File: src/sv/sbdb_pkg.sv
// Shared constants, register map and log table for the spectrum bar level block.
package sbdb_pkg;

  localparam int SAMPLE_BITS  = 24;
  localparam int NUM_BARS_DEF = 32;
  localparam int SUM_W        = 54;
  localparam int SQ_W         = 2 * SAMPLE_BITS;
  localparam int BPB_W        = 7;
  localparam int OFFSET_W     = 16;
  localparam int IDX_W        = 5;
  localparam int LEVEL_W      = 7;
  localparam int POS_W        = 6;
  localparam int FRAC_W       = 6;
  localparam int DB_W         = 16;
  localparam int CFG_ADDR_W   = 3;
  localparam int CFG_DATA_W   = 32;

  localparam logic [LEVEL_W-1:0]  LEVEL_TOP      = 7'd78;
  localparam logic [DB_W-1:0]     DB_PER_OCTAVE  = 16'd771;   // 10*log10(2) in Q8
  localparam logic [BPB_W-1:0]    BPB_RESET      = 7'd4;
  localparam logic [OFFSET_W-1:0] OFFSET_RESET   = 16'hC0A7;  // -16217

  // register indexes, taken from paddr[2]
  localparam logic REG_BINS_PER_BAR = 1'b0;
  localparam logic REG_LEVEL_OFFSET = 1'b1;

  // round(2560*log10(1 + f/64)), Q8 dB of the mantissa
  localparam logic [9:0] FRAC_DB_Q8 [64] = '{
    10'd0,   10'd17,  10'd34,  10'd51,  10'd67,  10'd84,  10'd100, 10'd115,
    10'd131, 10'd146, 10'd161, 10'd176, 10'd191, 10'd206, 10'd220, 10'd234,
    10'd248, 10'd262, 10'd276, 10'd289, 10'd302, 10'd315, 10'd328, 10'd341,
    10'd354, 10'd367, 10'd379, 10'd391, 10'd403, 10'd415, 10'd427, 10'd439,
    10'd451, 10'd462, 10'd474, 10'd485, 10'd496, 10'd507, 10'd518, 10'd529,
    10'd540, 10'd550, 10'd561, 10'd571, 10'd582, 10'd592, 10'd602, 10'd612,
    10'd622, 10'd632, 10'd642, 10'd652, 10'd661, 10'd671, 10'd680, 10'd690,
    10'd699, 10'd708, 10'd717, 10'd726, 10'd735, 10'd744, 10'd753, 10'd762
  };

endpackage

File: src/sv/sbdb_if.sv
// Valid/ready channels for FFT bins in and bar levels out.
interface sbdb_bin_if import sbdb_pkg::*; ();
  logic                          valid;
  logic                          ready;
  logic signed [SAMPLE_BITS-1:0] bin_real;
  logic signed [SAMPLE_BITS-1:0] bin_imag;
  logic                          last_bin;

  modport source (output valid, bin_real, bin_imag, last_bin, input ready);
  modport sink   (input valid, bin_real, bin_imag, last_bin, output ready);
endinterface

interface sbdb_bar_if import sbdb_pkg::*; ();
  logic               valid;
  logic               ready;
  logic [IDX_W-1:0]   bar_index;
  logic [LEVEL_W-1:0] bar_level;
  logic               last_bar;

  modport source (output valid, bar_index, bar_level, last_bar, input ready);
  modport sink   (input valid, bar_index, bar_level, last_bar, output ready);
endinterface

File: src/sv/spectrum_bins_to_db_bars.sv
// Spectrum bar levels: sums bin power over groups of bins and gives one dB level per group.
// Takes one FFT bin per cycle when not stalled and runs it through five register stages:
// input register, squaring, power accumulation and bar emission, leading-one search, and
// the dB/clamp arithmetic into the output register. Bins keep flowing while a finished bar
// waits at the output, until the stages behind it fill. A last_bin that closes a frame before
// all NUM_BARS bars are out makes the bar emitter send zero-level bars for the rest, one per
// cycle while stage 3 can advance; no bin is taken from the squaring stage meanwhile.
// Configuration is written over the APB-style port (bins_per_bar at 0x0, level_offset_q8 at
// 0x4); the user must write it only while no bin is in flight, the block does not enforce it.
module spectrum_bins_to_db_bars import sbdb_pkg::*; #(
  parameter int NUM_BARS = NUM_BARS_DEF
) (
  input  logic                  clk,
  input  logic                  rst_n,
  sbdb_bin_if.sink              in_bin,
  sbdb_bar_if.source            out_bar,
  input  logic                  cfg_psel,
  input  logic                  cfg_penable,
  input  logic                  cfg_pwrite,
  input  logic [CFG_ADDR_W-1:0] cfg_paddr,
  input  logic [CFG_DATA_W-1:0] cfg_pwdata,
  output logic [CFG_DATA_W-1:0] cfg_prdata,
  output logic                  cfg_pready
);

  localparam int BW = $clog2(NUM_BARS + 1);
  localparam logic [BW-1:0] NUM_BARS_C = BW'(NUM_BARS);
  localparam logic [BW-1:0] LAST_IDX_C = BW'(NUM_BARS - 1);

  // ---------------- configuration ----------------
  logic [BPB_W-1:0]    bpb_r;
  logic [OFFSET_W-1:0] offset_r;
  logic                cfg_wr;

  assign cfg_pready = 1'b1;
  assign cfg_wr     = cfg_psel && cfg_penable && cfg_pwrite;

  always_ff @(posedge clk) begin
    if (!rst_n) begin
      bpb_r    <= BPB_RESET;
      offset_r <= OFFSET_RESET;
    end else if (cfg_wr) begin
      unique case (cfg_paddr[2])
        REG_BINS_PER_BAR: bpb_r    <= cfg_pwdata[BPB_W-1:0];
        REG_LEVEL_OFFSET: offset_r <= cfg_pwdata[OFFSET_W-1:0];
        default: ;
      endcase
    end
  end

  always_comb begin
    unique case (cfg_paddr[2])
      REG_BINS_PER_BAR: cfg_prdata = CFG_DATA_W'(bpb_r);
      REG_LEVEL_OFFSET: cfg_prdata = CFG_DATA_W'(signed'(offset_r));
      default:          cfg_prdata = '0;
    endcase
  end

  // ---------------- stage handshakes ----------------
  logic v1_r, v2_r, v3_r, v4_r, out_valid_r;
  logic rdy1, rdy2, rdy3, rdy4, rdy5;
  logic take1, take2, fill_r;

  assign rdy5  = !out_valid_r || out_bar.ready;
  assign rdy4  = !v4_r || rdy5;
  assign rdy3  = !v3_r || rdy4;
  assign take2 = v2_r && !fill_r && rdy3;
  assign rdy2  = !v2_r || take2;
  assign take1 = v1_r && rdy2;
  assign rdy1  = !v1_r || take1;

  assign in_bin.ready = rdy1;

  // ---------------- stage 1: input register ----------------
  logic signed [SAMPLE_BITS-1:0] re1_r, im1_r;
  logic                          last1_r;

  always_ff @(posedge clk) begin
    if (!rst_n) begin
      v1_r <= 1'b0;
    end else if (rdy1) begin
      v1_r <= in_bin.valid;
    end
  end

  always_ff @(posedge clk) begin
    if (in_bin.valid && rdy1) begin
      re1_r   <= in_bin.bin_real;
      im1_r   <= in_bin.bin_imag;
      last1_r <= in_bin.last_bin;
    end
  end

  // ---------------- stage 2: squares ----------------
  // a signed square equals the square of the magnitude, most negative value included
  logic signed [SQ_W-1:0] sq_re, sq_im;
  logic [SQ_W-1:0]        p2_r, q2_r;
  logic                   last2_r;

  assign sq_re = re1_r * re1_r;
  assign sq_im = im1_r * im1_r;

  always_ff @(posedge clk) begin
    if (!rst_n) begin
      v2_r <= 1'b0;
    end else if (rdy2) begin
      v2_r <= take1;
    end
  end

  always_ff @(posedge clk) begin
    if (take1) begin
      p2_r    <= unsigned'(sq_re);
      q2_r    <= unsigned'(sq_im);
      last2_r <= last1_r;
    end
  end

  // ---------------- stage 3: accumulate and emit ----------------
  logic [SUM_W-1:0] sum_r, sum_nxt;
  logic [BPB_W-1:0] bins_r, bins_nxt;
  logic [BW-1:0]    bars_r, bars_nxt;
  logic             fill_nxt;
  logic [SUM_W-1:0] sum3_r, sum3_nxt;
  logic [BW-1:0]    idx3_r, idx3_nxt;
  logic             zero3_r, zero3_nxt;
  logic             load3;

  logic             active, emit;
  logic [BPB_W-1:0] width, bins_inc;
  logic [SUM_W:0]   sum_add;
  logic [SUM_W-1:0] sum_sat;
  logic [BW-1:0]    bars_after;

  assign active   = bars_r < NUM_BARS_C;
  assign width    = (bpb_r == '0) ? BPB_W'(1) : bpb_r;
  assign bins_inc = bins_r + BPB_W'(1);
  assign sum_add  = {1'b0, sum_r} + (SUM_W+1)'(p2_r) + (SUM_W+1)'(q2_r);
  assign sum_sat  = sum_add[SUM_W] ? '1 : sum_add[SUM_W-1:0];
  assign emit     = active && ((bins_inc >= width) || last2_r);

  always_comb begin
    sum_nxt    = sum_r;
    bins_nxt   = bins_r;
    bars_nxt   = bars_r;
    fill_nxt   = fill_r;
    sum3_nxt   = sum3_r;
    idx3_nxt   = idx3_r;
    zero3_nxt  = zero3_r;
    load3      = 1'b0;
    bars_after = bars_r;
    priority if (fill_r && rdy3) begin
      // closing an early frame: one zero bar per cycle while stage 3 can advance
      load3     = 1'b1;
      idx3_nxt  = bars_r;
      zero3_nxt = 1'b1;
      if (bars_r == LAST_IDX_C) begin
        fill_nxt = 1'b0;
        bars_nxt = '0;
      end else begin
        bars_nxt = bars_r + BW'(1);
      end
    end else if (take2) begin
      if (active) begin
        if (emit) begin
          load3      = 1'b1;
          sum3_nxt   = sum_sat;
          idx3_nxt   = bars_r;
          zero3_nxt  = 1'b0;
          bars_after = bars_r + BW'(1);
          bars_nxt   = bars_after;
          sum_nxt    = '0;
          bins_nxt   = '0;
        end else begin
          sum_nxt  = sum_sat;
          bins_nxt = bins_inc;
        end
      end
      if (last2_r) begin
        sum_nxt  = '0;
        bins_nxt = '0;
        if (bars_after < NUM_BARS_C) begin
          fill_nxt = 1'b1;
          bars_nxt = bars_after;
        end else begin
          bars_nxt = '0;
        end
      end
    end else begin
      // hold
    end
  end

  always_ff @(posedge clk) begin
    if (!rst_n) begin
      sum_r  <= '0;
      bins_r <= '0;
      bars_r <= '0;
      fill_r <= 1'b0;
      v3_r   <= 1'b0;
    end else begin
      sum_r  <= sum_nxt;
      bins_r <= bins_nxt;
      bars_r <= bars_nxt;
      fill_r <= fill_nxt;
      if (rdy3) begin
        v3_r <= load3;
      end
    end
  end

  always_ff @(posedge clk) begin
    if (load3) begin
      sum3_r  <= sum3_nxt;
      idx3_r  <= idx3_nxt;
      zero3_r <= zero3_nxt;
    end
  end

  // ---------------- stage 4: leading one and mantissa ----------------
  logic [POS_W-1:0]  lead_pos;
  logic [SUM_W-1:0]  norm;
  logic [POS_W-1:0]  m4_r;
  logic [FRAC_W-1:0] f4_r;
  logic              zero4_r;
  logic [BW-1:0]     idx4_r;

  always_comb begin
    lead_pos = '0;
    for (int i = 0; i < SUM_W; i++) begin
      if (sum3_r[i]) lead_pos = POS_W'(i);
    end
  end

  // leading one moved to the top bit; the six bits under it index the table
  assign norm = sum3_r << (POS_W'(SUM_W - 1) - lead_pos);

  always_ff @(posedge clk) begin
    if (!rst_n) begin
      v4_r <= 1'b0;
    end else if (rdy4) begin
      v4_r <= v3_r;
    end
  end

  always_ff @(posedge clk) begin
    if (v3_r && rdy4) begin
      m4_r    <= lead_pos;
      f4_r    <= norm[SUM_W-2 -: FRAC_W];
      zero4_r <= zero3_r || (sum3_r == '0);
      idx4_r  <= idx3_r;
    end
  end

  // ---------------- stage 5: dB, offset, clamp ----------------
  logic [DB_W-1:0]        db_q8;
  logic signed [DB_W+1:0] lvl_q8;
  logic [DB_W+1:0]        neg_q8;
  logic [DB_W-7:0]        below;   // whole dB below the top, truncated toward zero
  logic [LEVEL_W-1:0]     level;
  logic [BW+IDX_W-1:0]    idx_ext;

  logic [IDX_W-1:0]   out_idx_r;
  logic [LEVEL_W-1:0] out_lvl_r;
  logic               out_last_r;

  assign db_q8   = DB_W'(DB_W'(m4_r) * DB_PER_OCTAVE) + DB_W'(FRAC_DB_Q8[f4_r]);
  assign lvl_q8  = signed'({2'b00, db_q8}) + (DB_W+2)'(signed'(offset_r));
  assign neg_q8  = unsigned'(-lvl_q8);
  assign below   = neg_q8[DB_W+1:8];
  assign idx_ext = {{IDX_W{1'b0}}, idx4_r};

  always_comb begin
    priority if (zero4_r) begin
      level = '0;
    end else if (!lvl_q8[DB_W+1]) begin
      level = LEVEL_TOP;
    end else if (below >= (DB_W-6)'(LEVEL_TOP)) begin
      level = '0;
    end else begin
      level = LEVEL_TOP - LEVEL_W'(below);
    end
  end

  always_ff @(posedge clk) begin
    if (!rst_n) begin
      out_valid_r <= 1'b0;
    end else if (rdy5) begin
      out_valid_r <= v4_r;
    end
  end

  always_ff @(posedge clk) begin
    if (v4_r && rdy5) begin
      out_idx_r  <= idx_ext[IDX_W-1:0];
      out_lvl_r  <= level;
      out_last_r <= (idx4_r == LAST_IDX_C);
    end
  end

  assign out_bar.valid     = out_valid_r;
  assign out_bar.bar_index = out_idx_r;
  assign out_bar.bar_level = out_lvl_r;
  assign out_bar.last_bar  = out_last_r;

  // ---------------- checks ----------------
  a_fill_in_range: assert property (@(posedge clk) disable iff (!rst_n)
    fill_r |-> (bars_r < NUM_BARS_C))
    else $error("zero-bar fill running past the last bar");

  a_no_take_in_fill: assert property (@(posedge clk) disable iff (!rst_n)
    fill_r |-> !take2)
    else $error("bin consumed while zero bars are being sent");

  a_group_only_open: assert property (@(posedge clk) disable iff (!rst_n)
    (bins_r != '0) |-> (bars_r < NUM_BARS_C))
    else $error("partial group held in a full frame");

  a_fill_starts_on_last: assert property (@(posedge clk) disable iff (!rst_n)
    $rose(fill_r) |-> $past(take2 && last2_r))
    else $error("zero-bar fill without a last bin");

endmodule

File: src/flat_wrapper.sv
// flat-port wrapper written by rule: the top's interface ports become plain ports
module spectrum_bins_to_db_bars_flat import sbdb_pkg::*;
#(
  parameter int NUM_BARS = NUM_BARS_DEF
)
  (clk, rst_n, cfg_psel, cfg_penable, cfg_pwrite, cfg_paddr, cfg_pwdata, cfg_prdata, cfg_pready, in_bin_valid, in_bin_bin_real, in_bin_bin_imag, in_bin_last_bin, in_bin_ready, out_bar_valid, out_bar_bar_index, out_bar_bar_level, out_bar_last_bar, out_bar_ready);
  sbdb_bin_if in_bin_i ();
  sbdb_bar_if out_bar_i ();
  input  logic clk;
  input  logic rst_n;
  input  logic cfg_psel;
  input  logic cfg_penable;
  input  logic cfg_pwrite;
  input  logic [CFG_ADDR_W-1:0] cfg_paddr;
  input  logic [CFG_DATA_W-1:0] cfg_pwdata;
  output logic [CFG_DATA_W-1:0] cfg_prdata;
  output logic cfg_pready;
  input wire logic [$bits(in_bin_i.valid)-1:0] in_bin_valid;
  input wire logic [$bits(in_bin_i.bin_real)-1:0] in_bin_bin_real;
  input wire logic [$bits(in_bin_i.bin_imag)-1:0] in_bin_bin_imag;
  input wire logic [$bits(in_bin_i.last_bin)-1:0] in_bin_last_bin;
  output wire logic [$bits(in_bin_i.ready)-1:0] in_bin_ready;
  output wire logic [$bits(out_bar_i.valid)-1:0] out_bar_valid;
  output wire logic [$bits(out_bar_i.bar_index)-1:0] out_bar_bar_index;
  output wire logic [$bits(out_bar_i.bar_level)-1:0] out_bar_bar_level;
  output wire logic [$bits(out_bar_i.last_bar)-1:0] out_bar_last_bar;
  input wire logic [$bits(out_bar_i.ready)-1:0] out_bar_ready;
  assign in_bin_i.valid = in_bin_valid;
  assign in_bin_i.bin_real = in_bin_bin_real;
  assign in_bin_i.bin_imag = in_bin_bin_imag;
  assign in_bin_i.last_bin = in_bin_last_bin;
  assign in_bin_ready = in_bin_i.ready;
  assign out_bar_valid = out_bar_i.valid;
  assign out_bar_bar_index = out_bar_i.bar_index;
  assign out_bar_bar_level = out_bar_i.bar_level;
  assign out_bar_last_bar = out_bar_i.last_bar;
  assign out_bar_i.ready = out_bar_ready;
  spectrum_bins_to_db_bars #(.NUM_BARS(NUM_BARS)) u_core (.clk(clk), .rst_n(rst_n), .in_bin(in_bin_i), .out_bar(out_bar_i), .cfg_psel(cfg_psel), .cfg_penable(cfg_penable), .cfg_pwrite(cfg_pwrite), .cfg_paddr(cfg_paddr), .cfg_pwdata(cfg_pwdata), .cfg_prdata(cfg_prdata), .cfg_pready(cfg_pready));
endmodule
File: config.mk
export PLATFORM = sky130hd
export DESIGN_NAME = spectrum_bins_to_db_bars_flat
export DESIGN_NICKNAME = d
export VERILOG_FILES = /design/src/sv/sbdb_pkg.sv /design/src/sv/sbdb_if.sv /design/src/sv/spectrum_bins_to_db_bars.sv /design/src/flat_wrapper.sv
export SDC_FILE = /design/constraint.sdc
export NUM_CORES = 2
export LEC_CHECK = 0
export BUFFER_PORTS_ARGS = -buffer_cell sky130_fd_sc_hd__buf_4
export CAP_MARGIN = 15
export CORE_UTILIZATION = 55
export CTS_CLUSTER_DIAMETER = 200
export CTS_CLUSTER_SIZE = 20
export DETAILED_ROUTE_END_ITERATION = 7
export PLACE_DENSITY = 0.77
export SLEW_MARGIN = 5
export SYNTH_ARGS = -nofsm -noshare
export SYNTH_HDL_FRONTEND = slang
export SYNTH_SLANG_ARGS = --single-unit
File: constraint.sdc
create_clock -name clk -period 9.35 [get_ports clk]
set_input_delay 1.87 -clock clk [delete_from_list [all_inputs] [get_ports clk]]
set_output_delay 1.87 -clock clk [all_outputs]
set_load 0.02 [all_outputs]
==> impl_metrics.xml <==
<?xml version="1.0" encoding="UTF-8"?>
<metrics>
  <group name="timing">
    <metric name="finalCritPeriodShare" unit="">0.917</metric>
    <metric name="maximum_clock_frequency" unit="GHz">0.117</metric>
    <metric name="final-max-slew-violation-count" unit="">0</metric>
    <metric name="worst_clock_skew" unit="ns">0.0446</metric>
    <metric name="rsz0062_at_grt" unit="">no</metric>
    <metric name="worst_pin_slew" unit="ns">1.26</metric>
    <metric name="relSlewSlack" unit="">0.161</metric>
    <metric name="setup-violations-final" unit="">0</metric>
    <metric name="timing.final.hold_violations" unit="">0</metric>
    <metric name="setup_tns" unit="ns">0</metric>
    <metric name="setup_ws" unit="ns">0.775</metric>
    <metric name="final.min_clock_period" unit="ns">8.58</metric>
  </group>
  <group name="outcome">
    <metric name="outcome" unit="">completed</metric>
  </group>
  <group name="floorplan">
    <metric name="die_height" unit="µm">327</metric>
    <metric name="initial_core_util" unit="">0.557</metric>
    <metric name="placementRows" unit="">118</metric>
    <metric name="pin_count" unit="">139</metric>
    <metric name="area_of_the_core" unit="µm²">104000</metric>
    <metric name="fp.dieArea" unit="µm²">107000</metric>
    <metric name="die_width" unit="µm">327</metric>
  </group>
  <group name="cts">
    <metric name="h-tree-depth" unit="">1</metric>
    <metric name="cts_root_buffer" unit="">sky130_fd_sc_hd__clkbuf_16</metric>
    <metric name="clk_pin_slew" unit="ns">0.11</metric>
    <metric name="clk-insertion-delay-late" unit="ns">0.61</metric>
    <metric name="tritoncts_num_sinks" unit="">333</metric>
    <metric name="cts_repair_resize_count" unit="">0</metric>
    <metric name="cts_tree" unit="">yes</metric>
    <metric name="cts_hold_buffers" unit="">0</metric>
    <metric name="cts.repair_timing.setup_buffer_count" unit="">0</metric>
    <metric name="clockBufferDepth" unit="">3</metric>
    <metric name="numCtsBuffers" unit="">21</metric>
  </group>
  <group name="synthesis">
    <metric name="synth_async_sr_flop_share" unit="">0</metric>
    <metric name="synthFlopType" unit="">sky130_fd_sc_hd__edfxtp_1</metric>
    <metric name="yosysSeqAreaShare" unit="">0.156</metric>
    <metric name="yosys.area_share.simple" unit="">0.114</metric>
    <metric name="number_of_warnings_reported_in_the_yosys_synthesis_log" unit="">0</metric>
    <metric name="adder_cell_area_share_of_the_yosys_netlist" unit="">0.492</metric>
    <metric name="post_syn_area_per_cell" unit="µm²">9.93</metric>
    <metric name="synth_compound_gate_area_share" unit="">0.0904</metric>
    <metric name="yosysUniqueCellTypes" unit="">86</metric>
    <metric name="synth_top_family_by_area" unit="">adder cells</metric>
    <metric name="post_synth_inst_count" unit="">5841</metric>
    <metric name="ys_seq_elements" unit="">333</metric>
    <metric name="mappedNetlistArea" unit="µm²">58000</metric>
    <metric name="synth_area_in_xor_xnor" unit="">0.0286</metric>
    <metric name="number_of_synthesized_flops_with_an_enable_pin" unit="">237</metric>
    <metric name="synthMuxAreaShare" unit="">0.0228</metric>
  </group>
  <group name="drt">
    <metric name="drt_iter0_drc" unit="">2749</metric>
    <metric name="wl_per_cell" unit="µm">18.5</metric>
    <metric name="detail-route-antenna-nets" unit="">0</metric>
    <metric name="first_pass_iters" unit="">5</metric>
    <metric name="dr_total_vias" unit="">40607</metric>
    <metric name="drt_drc_violations_left" unit="">0</metric>
    <metric name="routed_wl" unit="µm">134000</metric>
    <metric name="via_per_inst" unit="">5.61</metric>
  </group>
  <group name="worst_setup_path">
    <metric name="start_of_the_worst_register_to_register_path" unit="">u_core.re1_r[5]$_DFFE_PP_</metric>
    <metric name="worstPathArrival" unit="ns">8.91</metric>
    <metric name="cp-startpoint" unit="">u_core.re1_r[5]$_DFFE_PP_</metric>
    <metric name="setup.worst_path.start_class" unit="">flip-flop</metric>
    <metric name="timing.critical_path.fanout_max" unit="">15</metric>
    <metric name="type_of_destination_of_the_critical_path" unit="">flip-flop</metric>
    <metric name="timing.critical_path.required" unit="ns">9.69</metric>
    <metric name="timing.setup.critical_path_class" unit="">reg2reg</metric>
  </group>
  <group name="grt">
    <metric name="grt_usage" unit="">0.261</metric>
    <metric name="globalRouteOverflowTotal" unit="">0</metric>
    <metric name="grt_pass1_wl" unit="µm">222000</metric>
    <metric name="antenna_found_initial" unit="">0</metric>
    <metric name="grt_max_degree" unit="">85</metric>
    <metric name="grt_pass1_vias" unit="">44042</metric>
  </group>
  <group name="finish">
    <metric name="layout.cells.most_common_list" unit="">sky130_fd_sc_hd__inv_1 (1273), sky130_fd_sc_hd__fa_1 (1168), sky130_fd_sc_hd__nand2_1 (513)</metric>
    <metric name="drive_gt1_frac" unit="">0.0492</metric>
    <metric name="finalInstanceArea" unit="µm²">60900</metric>
    <metric name="layout.cells.most_common" unit="">sky130_fd_sc_hd__inv_1</metric>
    <metric name="diodes" unit="">0</metric>
    <metric name="finish.net_count" unit="">7510</metric>
    <metric name="flow.area_growth_from_synthesis" unit="%">4.93</metric>
  </group>
  <group name="min_path">
    <metric name="worst_hold_startpoint" unit="">u_core.idx3_r[4]$_DFFE_PP_</metric>
    <metric name="hp-class" unit="">reg2reg</metric>
  </group>
  <group name="placement">
    <metric name="place_area" unit="µm²">60200</metric>
    <metric name="gp_congestion" unit="">0.934</metric>
    <metric name="detailed_place_hpwl" unit="µm">109000</metric>
    <metric name="buffer_ports.inserted" unit="">119</metric>
    <metric name="place_ws" unit="ns">0.931</metric>
  </group>
  <group name="run">
    <metric name="drv_cap" unit="">0</metric>
  </group>
</metrics>
cells in the mapped netlist (all sizes together) (7+ instances only):
cell,count,area [µm²]
fa,1168,23400
o21bai,22,165
ha,409,5120
mux2i,88,881
nand2b,53,332
o22ai,7,43.8
nand2,513,1930
xnor2,137,1210
dfxtp,96,1920
or4,10,78.8
nor3,48,240
or3,10,67.6
o21a,46,345
nor4,19,125
a21boi,67,503
o21ai,183,920
buf,39,239
a22oi,10,75.1
mux4,13,293
a21oi,180,901
a21o,71,533
a22o,12,105
a31oi,27,169
edfxtp,237,7120
nor2b,45,282
inv,1276,4790
and3,30,188
o31ai,16,120
o211ai,31,238
nand4,16,100
xor2,51,454
or2,38,238
nand3,51,255
clkbuf,157,589
a211oi,32,258
and2,289,1810
nor3b,7,52.6
a2111oi,9,78.8
mux2,13,146
o2111ai,16,140
nor2,210,788
sequential cells by signal, indices dropped and copies added (netlist names), 16 cells and up:
signal / cells
u_core.sum_r: 54
u_core.q2_r: 47
u_core.im1_r: 24
u_core.re1_r: 24
u_core.offset_r: 16
u_core.p2_r: 47
u_core.sum3_r: 54
critical path: stages (launching register included):
cell and delay [ns]:
sky130_fd_sc_hd__edfxtp_1 0.86, sky130_fd_sc_hd__buf_4 0.36, sky130_fd_sc_hd__and2_1 0.20, sky130_fd_sc_hd__inv_1 0.07
sky130_fd_sc_hd__fa_1 0.51, sky130_fd_sc_hd__inv_1 0.06, sky130_fd_sc_hd__fa_1 0.48, sky130_fd_sc_hd__inv_1 0.05
sky130_fd_sc_hd__fa_1 0.53, sky130_fd_sc_hd__inv_1 0.05, sky130_fd_sc_hd__ha_1 0.19, sky130_fd_sc_hd__fa_1 0.48
sky130_fd_sc_hd__fa_1 0.48, sky130_fd_sc_hd__fa_1 0.52, sky130_fd_sc_hd__ha_1 0.38, sky130_fd_sc_hd__a21oi_1 0.27
sky130_fd_sc_hd__nand2b_1 0.08, sky130_fd_sc_hd__o31ai_1 0.55, sky130_fd_sc_hd__a21oi_1 0.34, sky130_fd_sc_hd__a2111oi_0 0.60
sky130_fd_sc_hd__nor3_1 0.17, sky130_fd_sc_hd__o21ai_0 0.32, sky130_fd_sc_hd__o21ai_0 0.25, sky130_fd_sc_hd__o41ai_1 0.38
sky130_fd_sc_hd__xnor2_1 0.11
final timing paths:
kind / end / slack, ns / cells past startpoint
min: u_core.idx4_r[4]$_DFFE_PP_ / 0.43 / 0
max: u_core.p2_r[45]$_DFFE_PP_ / 0.77 / 24
max reg2reg: u_core.p2_r[45]$_DFFE_PP_ / 0.77 / 24
min reg2reg: u_core.idx4_r[4]$_DFFE_PP_ / 0.43 / 0
routing by layer:
| metal | global-route usage | part of all wire |
|---|---|---|
| met2 | 0.462 | 0.52 |
| met3 | 0.0268 | 0.056 |
| met4 | 0.0951 | 0.037 |
| met1 | 0.331 | 0.39 |
| met5 | 0 | 0 |
final cells by class:
type                       count  area, µm²
clock inverter                 4       42.5
clock buffer                  34        574
inverter                    1278       4800
multi-input combinational   4035      43400
timing repair buffer         173       1300
fill                        8645      43200
tap                         1380       1730
sequential                   333       9040
stage by stage:
step | std cells | hold WS (ns) | util
after floorplan | 5842 | 0.400 | -
after global placement | 7198 | 0.401 | 0.579
after detailed placement | 7198 | 0.416 | 0.579
after CTS | 7236 | 0.437 | 0.585
after global routing | 7237 | 0.438 | 0.585
final | 7237 | 0.432 | 0.585
cells by family (layout without fill, tap and decap cells):
family	after synthesis	count (layout)
adder cells (fa/ha/maj)	1578	1578
buffers and inverters	1474	1489
AND/OR/NAND/NOR	1353	1353
AO/OA/AOI/OAI	799	799
flip-flops	333	333
XOR/XNOR	188	188
multiplexers	114	114
other	2	3
Power is left out: the tool's default activity adds up to more than one toggle a clock period on the data nets, which glitch-free logic cannot reach.
